$ cat src/rtl/core/vfpd_pkg.sv
// vfpd_pkg: shared types and constants for the valve frequency pd controller
// used by valve_frequency_pd_with_yaw_split and its checker
// no dependencies
`timescale 1ns / 1ps

package vfpd_pkg;

    // event kinds on the input tuser
    localparam logic [2:0] KIND_RISE   = 3'd0;
    localparam logic [2:0] KIND_FALL   = 3'd1;
    localparam logic [2:0] KIND_UPDATE = 3'd2;
    localparam logic [2:0] KIND_START  = 3'd3;
    localparam logic [2:0] KIND_STOP   = 3'd4;

    // config register indexes
    localparam logic [1:0] REG_PROP = 2'd0;
    localparam logic [1:0] REG_DERIV = 2'd1;
    localparam logic [1:0] REG_YAW = 2'd2;
    localparam logic [1:0] REG_FF = 2'd3;

    localparam logic [15:0] FF_GAIN_RESET = 16'd53687;
    localparam logic [15:0] FULL_LEVEL = 16'd32768;
    localparam logic [15:0] LOW_LEVEL = 16'd1638;

    // 1e9 mHz*us, fits in 30 bits
    localparam int DIV_QW = 30;
    localparam logic [DIV_QW-1:0] MHZ_PER_US = 30'd1000000000;

    // shared multiplier: 36 x 36 signed, one operand bit per cycle
    localparam int MUL_W = 36;
    localparam int PROD_W = 2 * MUL_W;
    localparam logic [5:0] MUL_LAST = 6'(MUL_W - 1);

    localparam int IN_W = 80;
    localparam int OUT_W = 136;

    typedef enum logic [3:0] {
        S_IDLE,
        S_DIV,
        S_FF,
        S_TO,
        S_TOCHK,
        S_PM,
        S_DM,
        S_SUM,
        S_YW,
        S_SP,
        S_CLAMP,
        S_DONE
    } t_state;

endpackage

$ cat src/rtl/core/valve_frequency_pd_with_yaw_split.sv
// valve_frequency_pd_with_yaw_split: hall timing, frequency pd loop and yaw split
// depends on vfpd_pkg; one shared serial multiplier and one restoring divider
`timescale 1ns / 1ps

// usage
// - input words on s_t*: tuser carries the event kind (rise, fall, update,
//   start, stop), tdata carries time stamp, target frequency, yaw and thrust
// - every input word gives exactly one output word on m_t* with the drive
//   levels, side, run and timeout flags, measured frequency and half periods
// - gains are to be written on the cfg channel while the block is idle; the
//   block does not enforce this, and the cfg channel is always ready
// - s_tready is high only while the sequencer waits for a word
// - per accepted word: start, stop, unused kinds and updates while stopped
//   go straight to the output; hall edges run a 30-step restoring divide of
//   1e9 by the period, skipped with a zero period; updates run feedforward,
//   yaw and split products (feedforward), the timeout product and check
//   (timeout), p, d, yaw and split products (zero target) or the timeout
//   check, p and d products, yaw product and split product, each product
//   being a load step and 36 add/shift steps of the shared multiplier
// - the sequencer handles one word at a time, no new word before it is done
// - the result sits in an output register; a stalled receiver holds the
//   next word in the final state until the register frees up
// - reset (synchronous, active low) clears loop state and gains to their
//   power-up values and empties the output register

module valve_frequency_pd_with_yaw_split
    import vfpd_pkg::*;
(
    input  logic              i_clk,
    input  logic              i_rst_n,
    // config write channel
    input  logic              i_cfg_valid,
    output logic              o_cfg_ready,
    input  logic [1:0]        i_cfg_index,
    input  logic [23:0]       i_cfg_data,
    // input words
    input  logic              s_tvalid,
    output logic              s_tready,
    // now_us[31:0], target_freq_mhz[47:32], yaw_cmd[63:48], thrust_cmd[79:64]
    input  logic [IN_W-1:0]   s_tdata,
    // kind[2:0]
    input  logic [2:0]        s_tuser,
    // result words
    output logic              m_tvalid,
    input  logic              m_tready,
    // pump_duty[15:0], valve_duty[31:16], side[32], is_running[33],
    // timed_out[34], measured_freq_mhz[66:35], first_half_us[98:67],
    // second_half_us[130:99], zero pad[135:131]
    output logic [OUT_W-1:0]  m_tdata
);

    t_state r_state, n_state;

    // gains
    logic [23:0] r_prop, r_deriv;
    logic [15:0] r_ysg, r_ffg;

    // latched event
    logic [31:0] r_now;
    logic [15:0] r_target, r_yaw;

    // loop state
    logic               r_side, r_run, r_tout, r_pd;
    logic [31:0]        r_half1, r_half2, r_last, r_freq;
    logic signed [31:0] r_prev, r_level;
    logic [15:0]        r_pump, r_valve;
    logic signed [33:0] r_err;
    logic signed [PROD_W-1:0] r_acc;

    // shared multiplier
    logic                     r_busy;
    logic signed [PROD_W-1:0] r_mcand, r_prod;
    logic [MUL_W-1:0]         r_mplier;
    logic [5:0]               r_mcnt;

    // divider
    logic [32:0]       r_dsum, r_rem;
    logic [DIV_QW-1:0] r_quo;
    logic [4:0]        r_dcnt;

    logic             r_ovalid;
    logic [OUT_W-1:0] r_odata;

    logic accept;
    logic [31:0] elapsed, in_now, in_elapsed;
    logic [15:0] in_target;
    logic [32:0] half_sum;
    logic signed [33:0] err_now;
    logic signed [34:0] derr, off;
    logic signed [MUL_W-1:0] mul_a, mul_b, factor;
    logic mul_state, mul_load, mul_last, div_last;
    logic signed [PROD_W-1:0] addend, prod_nx, sum72;
    logic [33:0] trial;
    logic        trial_ok;
    logic [DIV_QW-1:0] quo_nx;
    logic sat_hi, sat_lo, p_over;
    logic [15:0] clamp_val;

    localparam logic signed [MUL_W-1:0] ONE30 = MUL_W'(64'h4000_0000);
    localparam logic [PROD_W-1:0] CLAMP_TOP = PROD_W'(64'd32768) << 30;
    localparam logic [PROD_W-1:0] PERIOD_LIM = PROD_W'(MHZ_PER_US);

    assign accept = s_tvalid && s_tready;
    assign s_tready = (r_state == S_IDLE);
    assign o_cfg_ready = 1'b1;
    assign m_tvalid = r_ovalid;
    assign m_tdata = r_odata;

    assign in_now = s_tdata[31:0];
    assign in_target = s_tdata[47:32];
    assign in_elapsed = in_now - r_last;
    assign elapsed = r_now - r_last;
    assign half_sum = {1'b0, r_half1} + {1'b0, r_half2};

    assign err_now = $signed({18'b0, r_target}) - $signed({2'b0, r_freq});
    assign derr = {r_err[33], r_err} - {{3{r_prev[31]}}, r_prev};
    assign off = r_prod[34:0];
    assign factor = r_side ? (ONE30 + {{1{off[34]}}, off}) : (ONE30 - {{1{off[34]}}, off});

    assign mul_state = (r_state == S_FF) || (r_state == S_TO) || (r_state == S_PM) ||
                       (r_state == S_DM) || (r_state == S_YW) || (r_state == S_SP);
    assign mul_load = mul_state && !r_busy;
    assign mul_last = mul_state && r_busy && (r_mcnt == MUL_LAST);
    assign div_last = (r_state == S_DIV) && r_busy && (r_dcnt == 5'd0);

    // multiplier step: add, or subtract on the sign bit of the multiplier
    assign addend = r_mplier[0] ? r_mcand : '0;
    assign prod_nx = (r_mcnt == MUL_LAST) ? (r_prod - addend) : (r_prod + addend);

    // restoring divide step
    assign trial = {r_rem, MHZ_PER_US[r_dcnt]};
    assign trial_ok = (trial >= {1'b0, r_dsum});
    assign quo_nx = {r_quo[DIV_QW-2:0], trial_ok};

    // accumulate with saturation to the signed 32 bit range
    assign sum72 = $signed({{(PROD_W-32){r_level[31]}}, r_level}) + (r_acc >>> 16);
    assign sat_hi = !sum72[PROD_W-1] && (|sum72[PROD_W-2:31]);
    assign sat_lo = sum72[PROD_W-1] && !(&sum72[PROD_W-2:31]);

    // clamp of the split product
    assign p_over = !r_prod[PROD_W-1] && (r_prod > CLAMP_TOP);
    always_comb begin
        if (p_over) begin
            clamp_val = FULL_LEVEL;
        end else if (r_prod[PROD_W-1]) begin
            clamp_val = LOW_LEVEL;
        end else begin
            clamp_val = r_prod[45:30];
        end
    end

    // operand select for the shared multiplier
    always_comb begin
        mul_a = '0;
        mul_b = '0;
        case (r_state)
            S_FF: begin
                mul_a = {20'b0, r_target};
                mul_b = {20'b0, r_ffg};
            end
            S_TO: begin
                mul_a = {4'b0, elapsed};
                mul_b = {20'b0, r_target};
            end
            S_PM: begin
                mul_a = {{2{err_now[33]}}, err_now};
                mul_b = {12'b0, r_prop};
            end
            S_DM: begin
                mul_a = {derr[34], derr};
                mul_b = {12'b0, r_deriv};
            end
            S_YW: begin
                mul_a = {20'b0, r_ysg};
                mul_b = {{20{r_yaw[15]}}, r_yaw};
            end
            S_SP: begin
                mul_a = factor;
                mul_b = {{4{r_level[31]}}, r_level};
            end
            default: begin
                mul_a = '0;
                mul_b = '0;
            end
        endcase
    end

    // next state
    always_comb begin
        n_state = r_state;
        case (r_state)
            S_IDLE: begin
                if (accept) begin
                    case (s_tuser)
                        KIND_RISE, KIND_FALL: n_state = S_DIV;
                        KIND_UPDATE: begin
                            if (!r_run) begin
                                n_state = S_DONE;
                            end else if (r_half1 == '0 || r_half2 == '0) begin
                                n_state = S_FF;
                            end else if (in_target != '0) begin
                                n_state = S_TO;
                            end else begin
                                n_state = S_PM;
                            end
                        end
                        default: n_state = S_DONE;
                    endcase
                end
            end
            S_DIV: begin
                if (!r_busy && half_sum == '0) begin
                    n_state = S_DONE;
                end else if (div_last) begin
                    n_state = S_DONE;
                end
            end
            S_FF:    if (mul_last) n_state = S_YW;
            S_TO:    if (mul_last) n_state = S_TOCHK;
            S_TOCHK: n_state = (r_prod > PERIOD_LIM) ? S_DONE : S_PM;
            S_PM:    if (mul_last) n_state = S_DM;
            S_DM:    if (mul_last) n_state = S_SUM;
            S_SUM:   n_state = S_YW;
            S_YW:    if (mul_last) n_state = S_SP;
            S_SP:    if (mul_last) n_state = S_CLAMP;
            S_CLAMP: n_state = S_DONE;
            S_DONE:  if (!r_ovalid || m_tready) n_state = S_IDLE;
            default: n_state = S_IDLE;
        endcase
    end

    always_ff @(posedge i_clk) begin
        if (!i_rst_n) begin
            r_state <= S_IDLE;
        end else begin
            r_state <= n_state;
        end
    end

    // config registers
    always_ff @(posedge i_clk) begin
        if (!i_rst_n) begin
            r_prop <= '0;
            r_deriv <= '0;
            r_ysg <= '0;
            r_ffg <= FF_GAIN_RESET;
        end else if (i_cfg_valid && o_cfg_ready) begin
            case (i_cfg_index)
                REG_PROP:  r_prop <= i_cfg_data;
                REG_DERIV: r_deriv <= i_cfg_data;
                REG_YAW:   r_ysg <= i_cfg_data[15:0];
                REG_FF:    r_ffg <= i_cfg_data[15:0];
                default:   r_prop <= r_prop;
            endcase
        end
    end

    // event latch, no reset needed
    always_ff @(posedge i_clk) begin
        if (accept) begin
            r_now <= in_now;
            r_target <= in_target;
            r_yaw <= s_tdata[63:48];
        end
    end

    // multiplier and divider datapath
    always_ff @(posedge i_clk) begin
        if (!i_rst_n) begin
            r_busy <= 1'b0;
        end else if (mul_load) begin
            r_busy <= 1'b1;
        end else if (mul_last || div_last) begin
            r_busy <= 1'b0;
        end else if (r_state == S_DIV && !r_busy && half_sum != '0) begin
            r_busy <= 1'b1;
        end
    end

    always_ff @(posedge i_clk) begin
        if (mul_load) begin
            r_mcand <= {{MUL_W{mul_a[MUL_W-1]}}, mul_a};
            r_mplier <= mul_b;
            r_prod <= '0;
            r_mcnt <= '0;
        end else if (mul_state && r_busy) begin
            r_mcand <= r_mcand <<< 1;
            r_mplier <= r_mplier >> 1;
            r_prod <= prod_nx;
            r_mcnt <= r_mcnt + 6'd1;
        end
        if (r_state == S_DIV) begin
            if (!r_busy) begin
                r_dsum <= half_sum;
                r_rem <= '0;
                r_quo <= '0;
                r_dcnt <= 5'(DIV_QW - 1);
            end else begin
                r_rem <= trial_ok ? 33'(trial - {1'b0, r_dsum}) : trial[32:0];
                r_quo <= quo_nx;
                r_dcnt <= r_dcnt - 5'd1;
            end
        end
        if (r_state == S_PM && mul_load) begin
            r_err <= err_now;
        end
        if (r_state == S_DM && mul_load) begin
            r_acc <= r_prod;
        end
        if (r_state == S_SUM) begin
            r_acc <= r_acc + r_prod;
        end
    end

    // loop state
    always_ff @(posedge i_clk) begin
        if (!i_rst_n) begin
            r_side <= 1'b1;
            r_half1 <= '0;
            r_half2 <= '0;
            r_last <= '0;
            r_freq <= '0;
            r_prev <= '0;
            r_level <= '0;
            r_run <= 1'b0;
            r_pump <= '0;
            r_valve <= '0;
            r_tout <= 1'b0;
            r_pd <= 1'b0;
        end else begin
            case (r_state)
                S_IDLE: begin
                    if (accept) begin
                        r_tout <= 1'b0;
                        case (s_tuser)
                            KIND_RISE: begin
                                r_side <= 1'b1;
                                r_half1 <= in_elapsed;
                                r_last <= in_now;
                            end
                            KIND_FALL: begin
                                r_side <= 1'b0;
                                r_half2 <= in_elapsed;
                                r_last <= in_now;
                            end
                            KIND_UPDATE: begin
                                if (r_run) begin
                                    r_pump <= (s_tdata[79:64] > FULL_LEVEL) ?
                                              FULL_LEVEL : s_tdata[79:64];
                                    r_pd <= !(r_half1 == '0 || r_half2 == '0);
                                end
                            end
                            KIND_START: begin
                                r_valve <= '0;
                                r_pump <= '0;
                                r_half1 <= '0;
                                r_half2 <= '0;
                                r_last <= in_now;
                                r_run <= 1'b1;
                            end
                            KIND_STOP: begin
                                r_pump <= '0;
                                r_valve <= '0;
                                r_level <= '0;
                                r_run <= 1'b0;
                            end
                            default: r_tout <= 1'b0;
                        endcase
                    end
                end
                S_DIV: begin
                    if (!r_busy && half_sum == '0) begin
                        r_freq <= '0;
                    end else if (div_last) begin
                        r_freq <= {2'b0, quo_nx};
                    end
                end
                S_TOCHK: begin
                    if (r_prod > PERIOD_LIM) begin
                        r_pump <= '0;
                        r_valve <= '0;
                        r_level <= '0;
                        r_run <= 1'b0;
                        r_tout <= 1'b1;
                    end
                end
                S_SUM: r_prev <= r_err[31:0];
                S_YW: begin
                    if (mul_load) begin
                        if (!r_pd) begin
                            r_level <= r_prod[43:12];
                        end else if (sat_hi) begin
                            r_level <= 32'sh7FFF_FFFF;
                        end else if (sat_lo) begin
                            r_level <= 32'sh8000_0000;
                        end else begin
                            r_level <= sum72[31:0];
                        end
                    end
                end
                S_CLAMP: r_valve <= clamp_val;
                default: r_tout <= r_tout;
            endcase
        end
    end

    // output register
    always_ff @(posedge i_clk) begin
        if (!i_rst_n) begin
            r_ovalid <= 1'b0;
        end else if (r_state == S_DONE && (!r_ovalid || m_tready)) begin
            r_ovalid <= 1'b1;
        end else if (m_tready) begin
            r_ovalid <= 1'b0;
        end
    end

    always_ff @(posedge i_clk) begin
        if (r_state == S_DONE && (!r_ovalid || m_tready)) begin
            r_odata <= {5'b0, r_half2, r_half1, r_freq, r_tout, r_run, r_side,
                        r_valve, r_pump};
        end
    end

endmodule

$ cat config.mk
export PLATFORM = sky130hd
export DESIGN_NAME = valve_frequency_pd_with_yaw_split
export DESIGN_NICKNAME = d
export VERILOG_FILES = /design/src/rtl/core/vfpd_pkg.sv /design/src/rtl/core/valve_frequency_pd_with_yaw_split.sv
export SDC_FILE = /design/constraint.sdc
export NUM_CORES = 2
export LEC_CHECK = 0
export ABC_AREA = 1
export BUFFER_PORTS_ARGS = -buffer_cell sky130_fd_sc_hd__buf_2
export CORE_MARGIN = 10
export CORE_UTILIZATION = 44
export DETAILED_ROUTE_END_ITERATION = 10
export GPL_TIMING_DRIVEN = 0
export PLACE_DENSITY = 0.57
export SLEW_MARGIN = 20
export SYNTH_ARGS = -nofsm -noshare
export SYNTH_HDL_FRONTEND = slang
export SYNTH_SLANG_ARGS = --single-unit
$ cat constraint.sdc
create_clock -name i_clk -period 8.8 [get_ports i_clk]
set_input_delay 0.44 -clock i_clk [delete_from_list [all_inputs] [get_ports i_clk]]
set_output_delay 0.44 -clock i_clk [all_outputs]
set_load 0.1 [all_outputs]
==> results by group <==
Yosys
  • Synth area leader: edfxtp_1
  • EDFF count, synth: approximately 510
  • Post-synth top cells: 2,012 x nand2_1, 1,225 x inv_1, 954 x nor2_1, 922 x a21oi_1, 737 x o21ai_0
  • Number of synthesized register bits: around 900
  • Ys async rst share: 0
  • Sequential element share of the synthesized area: 0.365
  • Area contributors post-synth: edfxtp_1 24%, dfxtp_1 12%, nand2_1 12%
  • Synth warn: 0
  • Syn avg cell area: 7.11 um^2
  • Synth Flop Type: edfxtp_1
  • Post-synth top area share: 0.241
  • Netlist cell types: 73
  • Most common cell in the netlist: nand2_1
  • Syn Inst Count: ~8,900
  • Cell Area, Synth: between 60,000 and 70,000 um^2

Placement
  • Post-Place Cells: ~11,000
  • RD Place Congestion: 1.02
  • IO buf count: around 240
  • Area after DPL: 67,000 um^2
  • Post-DP HPWL: between 200,000 and 250,000 um

Power and ir drop
  • Internal: approximately 11,000 uW
  • Leakage Power: 0.0319 uW
  • Seq pwr share: 0.300
  • Sw frac: 0.479
  • Psw: roughly 10,000 uW
  • Gate power share: 0.495
  • Clock power frac: 0.205
  • PD cells: 299 nW/um^2
  • Peak VDD IR: 0.314 mV

Drt
  • DRT Wirelength: 271,000 um
  • Pre-antenna DRT Iters: 6
  • ANT nets after route: 0
  • Avg WL per Cell: roughly 24 um
  • Post-route DRC: 0
  • DR vias: between 60,000 and 70,000
  • 1st-iter DRT viols: 5,876
  • DR vias/cell: about 5.6

Die
  • Die Ht: between 300 and 400 um
  • Die X: 398 um
  • Row count: 138
  • IO Pins: about 250
  • Die area: approximately 160,000 um^2
  • Starting density of the core: 0.444
  • Core Footprint: between 100,000 and 150,000 um^2

Critical path
  • Worst r2r src: r_mcnt[0]$_SDFFE_PP0P_
  • R2R depth: 22
  • CP arrival: roughly 7 ns
  • Startpoint types: flop
  • CP required: roughly 9.4 ns
  • Critical Path Fanout Max: 10
  • Endpoint class of the critical path: flop
  • Reg2reg setup slack: ~2.4 ns
  • WS Path Type: reg -> reg
  • RR Endpoint: r_prod[65]$_SDFFE_PP0P_

Clock tree
  • Clk Latency, worst-skew pair: 0.76 ns
  • Clk buf depth: 3
  • H-tree depth reported by CTS: 3
  • Clk slew on worst S/H paths: around 0.060 ns
  • Root buf cell: clkbuf_16
  • CTS tree: done
  • CTS Sinks: between 800 and 900
  • Cts bufs inserted: 102

Worst hold path
  • Hold path depth: 3
  • HP Start: i_cfg_data[15]
  • Hold Path End: r_ffg[15]$_SDFFE_PN1P_
  • Worst min path class: in -> reg

Cells and area
  • Synth-to-layout area growth: 13.3%
  • Post-route cell area: a little over 70,000 um^2
  • Layout net count: ~9,800
  • Final std cells w/o fill: 11,300
  • Share of cells above drive strength 1: 0.0644
  • Finished Core Util: 0.503

Timing
  • Least-Margin Pin Slew: around 1.2 ns
  • Clock skew: 0.0356 ns
  • Endpoints failing setup: 0
  • Maximum clock frequency: about 0.16 GHz
  • Slew margin rel.: 0.175
  • Final hold slack: about 0.045 ns
  • Final worst path period need: about 6.4 ns
  • Fin. Hold Viols: 0
  • Final period util: 0.725
  • Unrepaired setup endpoints after global routing: false
  • Final max-slew violation count: 0

Global route
  • Largest net degree at the start of global routing: 51
  • Overall routing resource usage: 0.328
  • Total gr overflow: 0
  • First-pass GRT wire length: 393,000 um
  • Number of global-route vias before repair: 60,400
  • Initial antenna violation count: 4

Run status
  • Outcome: finished clean

Flow run
  • Max Cap Viol: 0
-- kinds of logic (layout without fill, tap and decap cells) --
kind of cell / count (synthesis) / in the layout / synth area share
XOR/XNOR: 269 / 269 / 0.0374
flip-flops: 897 / 897 / 0.365
adder cells (fa/ha/maj): 392 / 392 / 0.0789
other: 2 / 10 / 0.000119
buffers and inverters: 1480 / 2029 / 0.0901
AO/OA/AOI/OAI: 2079 / 2079 / 0.181
AND/OR/NAND/NOR: 3750 / 3750 / 0.247
-- layer usage --
layer	GRT usage	up-vias	share of wire	wire length (um)
met3	0.0469	582	0.061	16500
met2	0.549	2399	0.46	125000
li1	-	30600	-	-
met5	0	-	0	0
met4	0.195	0	0.070	19000
met1	0.401	29800	0.41	110000
-- critical path: stages, from the launching register on --
cell      delay [ns]
dfxtp_1         0.34
ha_1            0.19
nand4_1         0.31
inv_1           0.39
clkbuf_1        0.71
buf_1           0.74
nor2_1          0.11
xor2_1          0.23
inv_1           0.08
ha_1            0.34
nand2_1         0.15
inv_1           0.05
a21oi_1         0.18
inv_1           0.18
a31oi_1         0.41
o21ai_0         0.26
a21oi_1         0.47
o21ai_0         0.41
nand3_1         0.17
nand2_1         0.10
or2_2           0.28
nand3_1         0.07
o21ai_0         0.10
-- layout by cell type (no fill, tap or decap), drive strengths merged, types with 84 or more instances in the layout --
cell	Yosys	routed
o21ai	764	764
clkbuf	181	326
a31oi	84	84
xnor2	109	109
buf	61	317
dlygate4sd3	0	101
inv	1234	1242
a21oi	926	926
nand3	368	368
nor3	91	91
dfxtp	391	391
nand2	2040	2040
xor2	160	160
ha	383	383
edfxtp	506	506
nor2	968	968
nand4	115	115
-- metrics by stage --
step	power (uW)	setup TNS, ns	setup WS, ns
after global placement	16700	-163.56	-1.28
after floorplan	12900	0	2.00
final	21300	0	2.42
after CTS	21200	0	2.58
after detailed placement	16700	0	2.59
after global routing	22500	0	2.09
-- registers in the layout, summed over array words and instances, names as in the netlist, 33 cells and up --
register / cells
r_dsum: 33
m_tdata: 129
r_rem: 33
r_mcand: 72
r_mplier: 36
r_prod: 72
r_acc: 72
r_err: 33
-- power groups by stage --
| stage | sequential [uW] | combinational, uW | clock, uW |
|---|---|---|---|
| 4_1_cts | 6380 | 10300 | 4430 |
| 6_report | 6410 | 10600 | 4380 |
| 3_5_place_dp | 6450 | 10200 | 0 |
| 2_1_floorplan | 6160 | 6780 | 0 |
| 5_1_grt | 6420 | 11500 | 4600 |
| 3_3_place_gp | 6560 | 10100 | 0 |
-- worst max-delay path by stage --
stage                       startpoint                       to
2_1_floorplan    m_tvalid$_SDFFE_PN0P_     m_tdata[0]$_DFFE_PP_
3_3_place_gp   r_state[3]$_SDFFE_PN0P_    m_tdata[96]$_DFFE_PP_
3_5_place_dp    r_mcnt[0]$_SDFFE_PP0P_  r_prod[65]$_SDFFE_PP0P_
4_1_cts         r_mcnt[0]$_SDFFE_PP0P_  r_prod[65]$_SDFFE_PP0P_
5_1_grt         r_mcnt[0]$_SDFFE_PP0P_  r_prod[54]$_SDFFE_PP0P_
6_report        r_mcnt[0]$_SDFFE_PP0P_  r_prod[65]$_SDFFE_PP0P_
-- layout make-up --
class | count | area [um^2]
flip-flops and latches | 897 | 23000
multi-input cells | 6498 | 34400
plain buffers | 242 | 1050
diodes | 2 | 5.00
repair buffers | 357 | 2540
clock inverters | 47 | 485
well taps | 1890 | 2360
clock buffers | 145 | 2900
fillers | 14500 | 70500
inverters | 1238 | 4650
-- repair_timing --
item	CTS	global route
hold buffers	101	0
endpoints found under the hold margin	118	0
setup buffers	0	0
gates resized for setup	0	0
(Power assumes the default switching activity.)
